### config.mk
export PLATFORM = sky130hd
export DESIGN_NAME = greedy_mac_mode_pairing
export DESIGN_NICKNAME = d
export VERILOG_FILES = /design/src/hdl/gmp_pkg.sv /design/src/hdl/gmp_front.sv /design/src/hdl/gmp_queue.sv /design/src/hdl/gmp_back.sv /design/src/hdl/greedy_mac_mode_pairing.sv
export VERILOG_INCLUDE_DIRS = /design/src /design/src/hdl
export SDC_FILE = /design/constraint.sdc
export NUM_CORES = 1
export LEC_CHECK = 0
export ABC_CLOCK_PERIOD_IN_PS = 10300
export BUFFER_PORTS_ARGS = -buffer_cell sky130_fd_sc_hd__buf_2
export CAP_MARGIN = 20
export CORE_ASPECT_RATIO = 1.1
export CORE_MARGIN = 3
export CORE_UTILIZATION = 45
export CTS_CLUSTER_DIAMETER = 200
export CTS_CLUSTER_SIZE = 40
export DETAILED_ROUTE_END_ITERATION = 8
export GPL_TIMING_DRIVEN = 0
export HOLD_SLACK_MARGIN = 0.15
export SYNTH_ARGS = -nofsm -noshare
export SYNTH_HDL_FRONTEND = slang
export SYNTH_HIERARCHICAL = 1
export SYNTH_SLANG_ARGS = --single-unit
### constraint.sdc
create_clock -name clk -period 10.3 [get_ports clk]
set_input_delay 1.03 -clock clk [delete_from_list [all_inputs] [get_ports clk]]
set_output_delay 1.03 -clock clk [all_outputs]
set_load 0.03 [all_outputs]
### src/hdl/greedy_mac_mode_pairing_assert.svh
// Assertion macros shared by the pairing block.
`ifndef GREEDY_MAC_MODE_PAIRING_ASSERT_SVH
`define GREEDY_MAC_MODE_PAIRING_ASSERT_SVH

// Same-cycle implication, disabled while reset is asserted.
`define GMP_ASSERT_NOW(lbl, ante, cons, msg) \
	lbl: assert property (@(posedge clk) disable iff (!arst_n) (ante) |-> (cons)) \
		else $error(msg);

// Next-cycle implication, disabled while reset is asserted.
`define GMP_ASSERT_NEXT(lbl, ante, cons, msg) \
	lbl: assert property (@(posedge clk) disable iff (!arst_n) (ante) |=> (cons)) \
		else $error(msg);

`endif

### src/hdl/gmp_pkg.sv
package gmp_pkg;

	localparam int MAX_COLS = 64;
	localparam int MAX_ROWS = 1024;

	localparam int VAL_W = 18;
	localparam int COL_W = 6;
	localparam int ROW_W = 10;
	localparam int CNT_W = $clog2(MAX_COLS + 1);
	localparam int COL_IDX_W = $clog2(MAX_COLS);
	localparam int ROW_CNT_W = $clog2(MAX_ROWS);

	localparam int QUEUE_DEPTH = 4;
	localparam int QPTR_W = $clog2(QUEUE_DEPTH);

	localparam int PADDR_W = 3;
	localparam int PDATA_W = 32;
	localparam logic [PADDR_W-3:0] REG_THRESHOLD = '0;

	typedef struct packed {
		logic signed [VAL_W-1:0] value;
		logic                    row_end;
		logic                    new_matrix;
	} item_t;

	typedef struct packed {
		logic [ROW_W-1:0] row_index;
		logic             matched;
		logic [COL_W-1:0] column;
		logic [VAL_W-1:0] best_value;
	} res_t;

	typedef struct packed {
		logic [VAL_W-1:0] mag;
		logic [COL_W-1:0] col;
		logic             in_range;
		logic             first;
		logic             new_matrix;
		logic             row_end;
		logic [ROW_W-1:0] row_index;
	} work_t;

endpackage

### src/hdl/gmp_front.sv
module gmp_front (
	input  logic          clk,
	input  logic          arst_n,
	input  logic          item_valid,
	input  gmp_pkg::item_t item,
	input  logic          queue_full,
	output logic          push,
	output gmp_pkg::work_t work
);

	logic [gmp_pkg::CNT_W-1:0]     col_cnt_q;
	logic [gmp_pkg::ROW_CNT_W-1:0] row_cnt_q;
	logic [gmp_pkg::CNT_W-1:0]     col_eff;
	logic [gmp_pkg::ROW_CNT_W-1:0] row_eff;
	logic                          in_range;
	logic [gmp_pkg::VAL_W:0]       vext;

	assign push     = item_valid && !queue_full;
	assign col_eff  = item.new_matrix ? '0 : col_cnt_q;
	assign row_eff  = item.new_matrix ? '0 : row_cnt_q;
	assign in_range = col_eff < gmp_pkg::CNT_W'(gmp_pkg::MAX_COLS);
	assign vext     = {item.value[gmp_pkg::VAL_W-1], item.value};

	always_comb begin
		work.mag        = item.value[gmp_pkg::VAL_W-1] ?
			gmp_pkg::VAL_W'(~vext + (gmp_pkg::VAL_W+1)'(1)) : gmp_pkg::VAL_W'(item.value);
		work.col        = gmp_pkg::COL_W'(col_eff);
		work.in_range   = in_range;
		work.first      = (col_eff == '0);
		work.new_matrix = item.new_matrix;
		work.row_end    = item.row_end;
		work.row_index  = gmp_pkg::ROW_W'(row_eff);
	end

	always_ff @(posedge clk or negedge arst_n) begin
		if (!arst_n) begin
			col_cnt_q <= '0;
			row_cnt_q <= '0;
		end else if (push) begin
			if (item.row_end) begin
				col_cnt_q <= '0;
				if (row_eff == gmp_pkg::ROW_CNT_W'(gmp_pkg::MAX_ROWS - 1)) begin
					row_cnt_q <= '0;
				end else begin
					row_cnt_q <= row_eff + gmp_pkg::ROW_CNT_W'(1);
				end
			end else begin
				row_cnt_q <= row_eff;
				col_cnt_q <= in_range ? col_eff + gmp_pkg::CNT_W'(1) : col_eff;
			end
		end
	end

endmodule

### src/hdl/gmp_queue.sv
module gmp_queue (
	input  logic           clk,
	input  logic           arst_n,
	input  logic           push,
	input  gmp_pkg::work_t wr_data,
	input  logic           pop,
	output logic           full,
	output logic           nonempty,
	output gmp_pkg::work_t head
);

	gmp_pkg::work_t                mem_q [gmp_pkg::QUEUE_DEPTH];
	logic [gmp_pkg::QPTR_W-1:0]    wr_ptr_q;
	logic [gmp_pkg::QPTR_W-1:0]    rd_ptr_q;
	logic [gmp_pkg::QPTR_W:0]      count_q;

	assign full     = (count_q == (gmp_pkg::QPTR_W+1)'(gmp_pkg::QUEUE_DEPTH));
	assign nonempty = (count_q != '0);
	assign head     = mem_q[rd_ptr_q];

	always_ff @(posedge clk) begin
		if (push) begin
			mem_q[wr_ptr_q] <= wr_data;
		end
	end

	always_ff @(posedge clk or negedge arst_n) begin
		if (!arst_n) begin
			wr_ptr_q <= '0;
			rd_ptr_q <= '0;
			count_q  <= '0;
		end else begin
			if (push) begin
				wr_ptr_q <= wr_ptr_q + gmp_pkg::QPTR_W'(1);
			end
			if (pop) begin
				rd_ptr_q <= rd_ptr_q + gmp_pkg::QPTR_W'(1);
			end
			if (push && !pop) begin
				count_q <= count_q + (gmp_pkg::QPTR_W+1)'(1);
			end else if (pop && !push) begin
				count_q <= count_q - (gmp_pkg::QPTR_W+1)'(1);
			end
		end
	end

endmodule

### src/hdl/gmp_back.sv
`include "greedy_mac_mode_pairing_assert.svh"

module gmp_back (
	input  logic                            clk,
	input  logic                            arst_n,
	input  logic                            nonempty,
	input  gmp_pkg::work_t                  head,
	input  logic signed [gmp_pkg::VAL_W-1:0] threshold,
	output logic                            pop,
	output logic                            res_valid,
	output gmp_pkg::res_t                   res,
	input  logic                            res_stall
);

	logic [gmp_pkg::MAX_COLS-1:0] mask_q;
	logic signed [gmp_pkg::VAL_W:0] rmax_q;
	logic [gmp_pkg::COL_W-1:0]    best_q;
	logic                         found_q;
	logic                         res_valid_q;
	gmp_pkg::res_t                res_q;

	logic [gmp_pkg::MAX_COLS-1:0] mask_eff;
	logic signed [gmp_pkg::VAL_W:0] rmax_eff;
	logic signed [gmp_pkg::VAL_W:0] mag_ext;
	logic                         hit;
	logic signed [gmp_pkg::VAL_W:0] rmax_next;
	logic [gmp_pkg::COL_W-1:0]    best_next;
	logic                         found_next;
	logic                         out_free;

	assign out_free = !res_valid_q || !res_stall;
	assign pop      = nonempty && (!head.row_end || out_free);

	assign mask_eff = head.new_matrix ? '0 : mask_q;
	assign rmax_eff = head.first ? {threshold[gmp_pkg::VAL_W-1], threshold} : rmax_q;
	assign mag_ext  = $signed({1'b0, head.mag});
	assign hit      = head.in_range && !mask_eff[head.col[gmp_pkg::COL_IDX_W-1:0]] &&
		(mag_ext > rmax_eff);

	assign rmax_next  = hit ? mag_ext : rmax_eff;
	assign best_next  = hit ? head.col : (head.first ? '0 : best_q);
	assign found_next = hit || (!head.first && found_q);

	always_ff @(posedge clk) begin
		if (pop) begin
			rmax_q <= rmax_next;
			best_q <= best_next;
		end
		if (pop && head.row_end) begin
			res_q.row_index  <= head.row_index;
			res_q.matched    <= found_next;
			res_q.column     <= found_next ? best_next : '0;
			res_q.best_value <= found_next ? gmp_pkg::VAL_W'(rmax_next) : '0;
		end
	end

	always_ff @(posedge clk or negedge arst_n) begin
		if (!arst_n) begin
			mask_q      <= '0;
			found_q     <= 1'b0;
			res_valid_q <= 1'b0;
		end else begin
			if (pop) begin
				found_q <= found_next;
				if (head.row_end && found_next) begin
					mask_q <= mask_eff |
						(gmp_pkg::MAX_COLS'(1) << best_next[gmp_pkg::COL_IDX_W-1:0]);
				end else begin
					mask_q <= mask_eff;
				end
			end
			if (pop && head.row_end) begin
				res_valid_q <= 1'b1;
			end else if (!res_stall) begin
				res_valid_q <= 1'b0;
			end
		end
	end

	assign res_valid = res_valid_q;
	assign res       = res_q;

	`GMP_ASSERT_NOW(a_unmatched_zero, res_valid_q && !res_q.matched,
		res_q.column == '0 && res_q.best_value == '0, "unmatched word carries data")
	`GMP_ASSERT_NEXT(a_mask_marked, pop && head.row_end && found_next,
		mask_q[$past(best_next[gmp_pkg::COL_IDX_W-1:0])], "paired column not marked taken")
	`GMP_ASSERT_NOW(a_word_source, $rose(res_valid_q),
		$past(pop && head.row_end), "result word without a finished row")

endmodule

### src/hdl/greedy_mac_mode_pairing.sv
// Greedy row-maximum pairing over a criterion matrix streamed row by row.
// Input channel (item_valid, item_stall, item): one signed Q1.16 element per
// word, with row_end closing a row and new_matrix clearing the taken columns
// and the row count before the word is handled.
// Output channel (res_valid, res_stall, res): one word per finished row with
// the row index and, when a pairing exists, the column and its magnitude.
// The threshold register is written through the APB port at address 0.
// Throughput is one input word per cycle while item_stall is low; the column
// search pops one queued element per cycle, a row end only when out_free.
// A row's last word is written into the queue, and its result word is
// registered in the back end when it is popped from the queue head.
// A four-deep queue sits between the front end and the back end, so a
// stalled receiver holds the result word and the queue keeps taking words
// until it fills, after which item_stall is raised.
// Reset clears the taken columns, the counters, the queue and the
// threshold; the block accepts words in the first cycle after reset.
module greedy_mac_mode_pairing (
	input  logic                           clk,
	input  logic                           arst_n,
	input  logic                           item_valid,
	output logic                           item_stall,
	input  gmp_pkg::item_t                 item,
	output logic                           res_valid,
	input  logic                           res_stall,
	output gmp_pkg::res_t                  res,
	input  logic                           psel,
	input  logic                           penable,
	input  logic                           pwrite,
	input  logic [gmp_pkg::PADDR_W-1:0]    paddr,
	input  logic [gmp_pkg::PDATA_W-1:0]    pwdata,
	output logic [gmp_pkg::PDATA_W-1:0]    prdata,
	output logic                           pready
);

	logic signed [gmp_pkg::VAL_W-1:0] threshold_q;
	logic                             push;
	logic                             pop;
	logic                             queue_full;
	logic                             nonempty;
	gmp_pkg::work_t                   work;
	gmp_pkg::work_t                   head;
	logic [gmp_pkg::PADDR_W-3:0]      reg_idx;

	assign pready     = 1'b1;
	assign reg_idx    = paddr[gmp_pkg::PADDR_W-1:2];
	assign item_stall = queue_full;

	always_ff @(posedge clk or negedge arst_n) begin
		if (!arst_n) begin
			threshold_q <= '0;
		end else if (psel && penable && pwrite && pready &&
				reg_idx == gmp_pkg::REG_THRESHOLD) begin
			threshold_q <= $signed(pwdata[gmp_pkg::VAL_W-1:0]);
		end
	end

	always_comb begin
		if (reg_idx == gmp_pkg::REG_THRESHOLD) begin
			prdata = {{(gmp_pkg::PDATA_W-gmp_pkg::VAL_W){threshold_q[gmp_pkg::VAL_W-1]}},
				threshold_q};
		end else begin
			prdata = '0;
		end
	end

	gmp_front u_front (
		.clk        (clk),
		.arst_n     (arst_n),
		.item_valid (item_valid),
		.item       (item),
		.queue_full (queue_full),
		.push       (push),
		.work       (work)
	);

	gmp_queue u_queue (
		.clk      (clk),
		.arst_n   (arst_n),
		.push     (push),
		.wr_data  (work),
		.pop      (pop),
		.full     (queue_full),
		.nonempty (nonempty),
		.head     (head)
	);

	gmp_back u_back (
		.clk       (clk),
		.arst_n    (arst_n),
		.nonempty  (nonempty),
		.head      (head),
		.threshold (threshold_q),
		.pop       (pop),
		.res_valid (res_valid),
		.res       (res),
		.res_stall (res_stall)
	);

endmodule

==> flow_metrics.tcl, run 1 <==
set metrics [dict create \
    status "finished clean" \
    grt_remaining_overflow 0 \
    cts_resized 0 \
    power.static_leakage_nw 6.40 \
    tritoncts_clock_tree "done" \
    worst_slack_ps 4400 \
    holdWs_ps 358 \
    timing_worst_slew_pin_value_ps 882 \
    seq_area_frac_synth_pct 60.9 \
    critical_path.max_stage_delay_ps 690 \
    rsz_0062_raised_after_global_routing "no" \
    max_freq_ghz 0.170 \
    crit_path_class "register to register" \
    timing.hold.worst.class "primary input to asynchronous set/reset pin" \
    reg2regPathDepth 15 \
    post-route-period-util_pct 57.2 \
    clock_sink_count 320 \
    worst_setup_hold_path_clk_slew_ps 150 \
    drv_cap 0 \
    timing.final.crit_period_ps 5900 \
    synth.cell_area_mm2 0.0149 \
    ys_top_cells_by_area "sky130_fd_sc_hd__edfxtp_1 43%, sky130_fd_sc_hd__dfrtp_1 18%, sky130_fd_sc_hd__mux4_2 7.4%, sky130_fd_sc_hd__mux2i_1 3.2%, sky130_fd_sc_hd__a32o_1 3.2%" \
    diodes 0 \
    cp_data_arrival_time_ps 6340 \
    crit_start_category "register" \
    slew_viol_final 0 \
    power_density_mw_per_mm2 324 \
    total_negative_slack_for_setup_checks_ps 0 \
    setup_viol 0 \
    crit_top_cell "sky130_fd_sc_hd__mux2i_1" \
    drt-wirelength-per-cell_um 20.7 \
    synth_edf_count 212 \
    cp_max_fo 10 \
    global_route.usage.total_pct 18.2 \
    detail_route.vias_per_cell 5.68 \
    final-hold-violation-count 0 \
    cts_hold_repair.buffers 0 \
    post-dp-hpwl_um 23300 \
    worstPathRequired_ps 10750 \
    cp_slowest_cell "sky130_fd_sc_hd__mux2i_1" \
    post_synth_inst_count 1008 \
    maximum_number_of_pins_on_one_net_before_global_route_repair 87 \
    vias 8923 \
    gp_routability_congestion 0.819 \
    die_x_um 179 \
    synth-seq-cells 320 \
    synthesis.area_per_instance_um2 14.8 \
    vdd_drop_max_mv 0.238 \
    ctsLongestPathBuffers 3 \
    setup_fix_buffers_added_after_clock_tree_synthesis 0 \
    yosys.cell_types.count 72 \
    core_area_mm2 0.0325 \
    post-place-cells 1553 \
    cts_made_buffers 11 \
    design.portCount 132 \
    place_worst_setup_slack_ps 4400 \
    clk_latency_ps 510 \
    synth_top_area_share_pct 42.8 \
    share_of_post_route_cells_with_drive_strength_above_1_pct 24.0 \
    first_global_vias 9105 \
    grt_pass1_wl_um 52000 \
    die-area_mm2 0.0353 \
    port-buffer-count 112 \
    path_cells "buf_2 > buf_4 > mux4_2 > clkbuf_1 > buf_1 > mux2i_1 > ha_1 > nand3_1 > or4_4 > or3_1 > o221ai_2 > nand4_4 > buf_6 > mux2i_1 > a32o_1" \
    start_util_pct 45.9 \
    ys_warn_count 6 \
    postSynthNetCount 1098 \
    core.rowCount 69 \
    grt_antenna_before_repair 2 \
    route.antenna.remaining_nets 0 \
    cts-htree-levels 1 \
    cp-end-kind "register" \
    clock-skew-final_ps 20.0 \
    first_iter_violations 719 \
    synthFlopType "sky130_fd_sc_hd__edfxtp_1" \
    drt_wl_total_um 32600 \
    relative_slew_slack_pct 39.5 \
    synthArstFlopShare_pct 33.8 \
    yosysTopAreaCell "sky130_fd_sc_hd__edfxtp_1" \
    area_delta_synth_final_pct 10.5 \
    chipHeight_um 197 \
    drtPass1Iterations 5 \
    num-nets-final 1230 \
    detail_route.drc_violations 0 \
    clk_root_buffer_cell "sky130_fd_sc_hd__clkbuf_16" \
    layout.cells.non_filler 1570 \
]
[stage by stage]
| step | instance area [µm²] | utilization (%) | total power [mW] |
|---|---|---|---|
| final | 16400 | 50.7 | 5.33 |
| after global routing | 16400 | 50.7 | 5.69 |
| after CTS | 16400 | 50.7 | 5.38 |
| after detailed placement | 16200 | 49.8 | 4.81 |
| after global placement | 16000 | 49.2 | 4.75 |
| after floorplan | 14900 | - | 3.97 |
[layout make-up]
class                           count  area [µm²]
Inverter                           19        71.3
Multi-Input combinational cell    592        5290
Buffer                             77         473
Tap cell                          426         533
Sequential cell                   320        9070
Fill cell                        2838       16000
Timing Repair Buffer              119         714
Clock buffer                       17         298
[Yosys cell counts, types with 5 or more instances]
master and number:
sky130_fd_sc_hd__a211oi_1 17, sky130_fd_sc_hd__a21boi_0 5, sky130_fd_sc_hd__a21oi_1 30, sky130_fd_sc_hd__a31oi_1 5, sky130_fd_sc_hd__a32o_1 47, sky130_fd_sc_hd__and2_1 13, sky130_fd_sc_hd__and2b_1 8, sky130_fd_sc_hd__buf_2 14
sky130_fd_sc_hd__buf_4 21, sky130_fd_sc_hd__clkbuf_1 33, sky130_fd_sc_hd__dfrtp_1 108, sky130_fd_sc_hd__edfxtp_1 212, sky130_fd_sc_hd__ha_1 27, sky130_fd_sc_hd__inv_1 18, sky130_fd_sc_hd__mux2_2 20, sky130_fd_sc_hd__mux2_4 17
sky130_fd_sc_hd__mux2i_1 48, sky130_fd_sc_hd__mux4_2 49, sky130_fd_sc_hd__nand2_1 56, sky130_fd_sc_hd__nand2b_1 9, sky130_fd_sc_hd__nand3_1 15, sky130_fd_sc_hd__nand3b_1 5, sky130_fd_sc_hd__nand4_1 7, sky130_fd_sc_hd__nor2_1 43
sky130_fd_sc_hd__nor2b_1 37, sky130_fd_sc_hd__nor3b_1 9, sky130_fd_sc_hd__o21ai_0 20, sky130_fd_sc_hd__o31ai_1 20, sky130_fd_sc_hd__or3_1 5, sky130_fd_sc_hd__xnor2_1 17, sky130_fd_sc_hd__xor2_1 5
[cells in the final DEF, fill, tap and decap left out, drive strengths merged, types with 3 or more instances in the layout]
master  count
a211oi     17
o21ai      22
nand4       8
xnor2      17
nor3        4
dfrtp     108
a32o       47
nor3b       9
buf       163
or3         5
mux4       49
inv        18
a21oi      30
nor2       43
edfxtp    212
and4        3
and2b       8
o31ai      22
nand3      15
clkbuf     50
nand2      56
xor2        5
or4         4
ha         27
a22oi       3
mux2i      50
a31oi       5
nor2b      37
a21boi      5
nand3b      5
nand2b      9
a22o        4
and2       13
mux2       37
[worst max-delay path, delay by kind of cell (launching register included)]
family,cells,cell delay [ps]
buffers and inverters,5,1900
and+or+nand+nor,4,1300
muxes,3,1280
AOI/OAI and AO/OA,2,590
DFF,1,390
adders and majority gates,1,380
[cell families after synthesis]
logic type,after synthesis,share of synthesized area (%)
multiplexers,136,14.1
AND/OR/NAND/NOR,230,8.46
flip-flops,320,60.9
adder cells (fa/ha/maj),28,2.40
other,1,0.0252
buffers and inverters,96,3.66
AO/OA/AOI/OAI,175,9.18
XOR/XNOR,22,1.29
[path summary, 6_finish.rpt]
kind	to	start	slack [ps]
worst min register to register	u_back/mask_q[18]$_DFFE_PN0P_	u_back/mask_q[18]$_DFFE_PN0P_	490
worst min-delay path	u_queue/wr_ptr_q[0]$_DFFE_PN0P_	arst_n	360
min in group clk	u_back/mask_q[18]$_DFFE_PN0P_	u_back/mask_q[18]$_DFFE_PN0P_	490
max in group asynchronous	threshold_q[11]$_DFFE_PN0P_	arst_n	9200
worst max register to register	u_back/mask_q[41]$_DFFE_PN0P_	u_queue/rd_ptr_q[1]$_DFFE_PN0P_	4400
worst max-delay path	u_back/mask_q[41]$_DFFE_PN0P_	u_queue/rd_ptr_q[1]$_DFFE_PN0P_	4400
[power by group]
part	total (mW)	internal (mW)	switching [mW]
sequential	1.97	1.86	0.117
clock	0.570	0.205	0.365
combinational	2.79	1.00	1.79
[state kept, by name, summed over array words and instances, names as in the netlist]
signal and flops:
u_queue/wr_ptr_q 2, u_back/found_q 1, u_back/res_valid 1, u_back/rmax_q 19, u_queue/rd_ptr_q 2, u_back/mask_q 64
u_queue/mem_q 152, u_front/col_cnt_q 7, u_queue/count_q 3, u_front/row_cnt_q 10, u_back/res 35, threshold_q 18
u_back/best_q 6
[metal layers]
layer	vias up	global-route usage [%]	wire, µm
met5	-	0	23
met4	4	3.47	526
met3	39	2.64	1560
met2	205	30.4	15700
met1	4535	25.9	14800
li1	4140	-	-
No activity file was read; power rests on OpenSTA's default activity.
==> inputs of run 2 (changes only) <==
--- a/config.mk
+++ b/config.mk
@@ -6,7 +6,7 @@
 export SDC_FILE = /design/constraint.sdc
 export NUM_CORES = 1
 export LEC_CHECK = 0
-export ABC_CLOCK_PERIOD_IN_PS = 10300
+export ABC_CLOCK_PERIOD_IN_PS = 5600
 export BUFFER_PORTS_ARGS = -buffer_cell sky130_fd_sc_hd__buf_2
 export CAP_MARGIN = 20
 export CORE_ASPECT_RATIO = 1.1
==> constraint.sdc (replaced) <==
create_clock -name clk -period 5.6 [get_ports clk]
set_input_delay 0.56 -clock clk [delete_from_list [all_inputs] [get_ports clk]]
set_output_delay 0.56 -clock clk [all_outputs]
set_load 0.03 [all_outputs]
==> run 2 against run 1 <==
  * Register-to-register slack got worse by 4000 ps
  * Total power increased by 84%
  * Global-route usage unchanged
  * Combinational power increased by 85%
  * First-iteration DRC count decreased by 6.7%
  * Non-clock buffer count unchanged
  * Sequential power increased by 84%
  * Die area unchanged
  * Fmax increased by 13%
  * Highest routed layer unchanged
==> flow_metrics.tcl, run 2 (same netlist as run 1, synthesis figures left out) <==
set metrics [dict create \
    share_of_post_route_cells_with_drive_strength_above_1_pct 24.4 \
    multiInputGateArea_mm2 0.00530 \
    timing.final.crit_period_ps 5200 \
    worst-path-buf-inv 5 \
    clk_latency_ps 500 \
    global_route.usage.total_pct 18.2 \
    diodes 0 \
    design.portCount 132 \
    post-dp-hpwl_um 23300 \
    vdd_drop_max_mv 0.435 \
    worst_setup_hold_path_clk_slew_ps 150 \
    clock-skew-final_ps 19.2 \
    power.static_leakage_nw 6.41 \
    final_common_cell "sky130_fd_sc_hd__edfxtp_1" \
    ctsLongestPathBuffers 3 \
    crit_path_class "register to register" \
    worstPathRequired_ps 5910 \
    worst_slack_ps 403 \
    maximum_number_of_pins_on_one_net_before_global_route_repair 87 \
    first_global_vias 9107 \
    max_freq_ghz 0.192 \
    placed_cell_area_mm2 0.0162 \
    gp_routability_congestion 0.819 \
    tritoncts_clock_tree "done" \
    wirelength_met1_um 14900 \
    grt_remaining_overflow 0 \
    place_worst_setup_slack_ps -295 \
    post-route-period-util_pct 92.8 \
    status "finished clean" \
    largest_register_ff_count 152 \
    cp_slowest_cell "sky130_fd_sc_hd__or4_4" \
    leading_cell_types_in_the_layout_fill_and_taps_excluded "212 x sky130_fd_sc_hd__edfxtp_1, 126 x sky130_fd_sc_hd__buf_2, 108 x sky130_fd_sc_hd__dfrtp_1, 56 x sky130_fd_sc_hd__nand2_1, 49 x sky130_fd_sc_hd__mux4_2" \
    clock_sink_count 320 \
    grt_pass1_wl_um 52000 \
    detail_route.drc_violations 0 \
    cp-end-kind "register" \
    final-hold-violation-count 0 \
    start_util_pct 45.9 \
    rsz_0062_raised_after_global_routing "no" \
    cp_data_arrival_time_ps 5510 \
    cts-htree-levels 1 \
    drt-wirelength-per-cell_um 20.8 \
    vias 8914 \
    largest-register "u_queue/mem_q" \
    drv_cap 0 \
    seq_area_mm2 0.00907 \
    die-area_mm2 0.0353 \
    path_cells "buf_2 > buf_4 > mux4_2 > buf_2 > mux2i_1 > ha_1 > nand3_1 > or4_4 > or3_1 > o221ai_2 > nand4_4 > buf_2 > clkbuf_1 > a211oi_1" \
    detail_route.vias_per_cell 5.68 \
    clk_root_buffer_cell "sky130_fd_sc_hd__clkbuf_16" \
    route.antenna.remaining_nets 0 \
    postLayoutCellArea_mm2 0.0165 \
    timing_worst_slew_pin_value_ps 744 \
    wire_length_on_met3_um 1510 \
    wl_met2_um 15700 \
    cp_max_fo 11 \
    chipHeight_um 197 \
    num-nets-final 1230 \
    core_area_mm2 0.0325 \
    cts_made_buffers 11 \
    top_signal_layer_used "met5" \
    critical_path.max_stage_delay_ps 540 \
    die_x_um 179 \
    setup_fix_buffers_added_after_clock_tree_synthesis 0 \
    crit_start_category "register" \
    relative_slew_slack_pct 49.0 \
    core.rowCount 69 \
    port-buffer-count 112 \
    area_delta_synth_final_pct 10.6 \
    power_density_mw_per_mm2 597 \
    slew_viol_final 0 \
    timing.hold.worst.class "primary input to register" \
    filler_cell_count 2837 \
    setup_viol 0 \
    first_iter_violations 671 \
    grt_antenna_before_repair 2 \
    drtPass1Iterations 5 \
    drt_wl_total_um 32600 \
    cp_top_family "buffers and inverters" \
    crit_top_cell "sky130_fd_sc_hd__buf_2" \
]
[run 2: what timing repair did]
action,4_1_cts,5_1_grt
endpoints found under the setup margin,107,87
endpoints found under the hold margin,22,0
hold buffers,1,0
resized for setup,1,5
[run 2: metrics by stage]
step	hold slack (ps)	utilization, %	total power, mW	setup TNS, ps	instances
floorplan	264	-	7.30	0	1008
global placement	454	49.2	8.73	-106700	1546
detailed placement	449	49.8	8.84	-14530	1553
CTS	231	50.7	9.89	0	1571
global route	229	50.7	10.5	0	1570
finish	245	50.7	9.83	0	1570
[run 2: final cells by class]
class                      instances  area share (%)
tap                              426            3.24
multi-input combinational        592            32.2
buffer                            76            2.86
inverter                          19           0.433
sequential                       320            55.1
clock buffer                      17            1.81
timing repair buffer             120            4.40
[run 2: report_power, final]
| part | internal (mW) | switching [mW] | total [mW] |
|---|---|---|---|
| Sequential | 3.41 | 0.215 | 3.63 |
| Combinational | 1.85 | 3.30 | 5.15 |
| Clock | 0.376 | 0.673 | 1.05 |
[run 2: layer usage]
layer,vias up,global-route usage (%)
met5,-,0
met2,209,30.4
met4,4,3.47
met3,39,2.64
met1,4525,25.9
li1,4137,-
[run 2: final timing paths]
kind	start	endpoint	slack, ps	cells after the start
setup reg to reg	u_queue/rd_ptr_q[1]$_DFFE_PN0P_	u_back/res[10]$_SDFFCE_PP0P_	400	14
max in group asynchronous	arst_n	threshold_q[11]$_DFFE_PN0P_	4400	3
hold reg to reg	u_back/mask_q[18]$_DFFE_PN0P_	u_back/mask_q[18]$_DFFE_PN0P_	490	2
min in group asynchronous	arst_n	u_queue/wr_ptr_q[0]$_DFFE_PN0P_	460	2
hold / removal	item[1]	u_queue/mem_q[1][10]$_DFFE_PP_	250	1
setup / recovery	u_queue/rd_ptr_q[1]$_DFFE_PN0P_	u_back/res[10]$_SDFFCE_PP0P_	400	14
[run 2: worst register-to-register path, stage by stage, from the launching register on]
cell and delay, ps:
sky130_fd_sc_hd__dfrtp_1 390, sky130_fd_sc_hd__buf_2 290, sky130_fd_sc_hd__buf_4 300, sky130_fd_sc_hd__mux4_2 430
sky130_fd_sc_hd__buf_2 390, sky130_fd_sc_hd__mux2i_1 420, sky130_fd_sc_hd__ha_1 210, sky130_fd_sc_hd__nand3_1 100
sky130_fd_sc_hd__or4_4 540, sky130_fd_sc_hd__or3_1 400, sky130_fd_sc_hd__o221ai_2 310, sky130_fd_sc_hd__nand4_4 250
sky130_fd_sc_hd__buf_2 310, sky130_fd_sc_hd__clkbuf_1 310, sky130_fd_sc_hd__a211oi_1 370
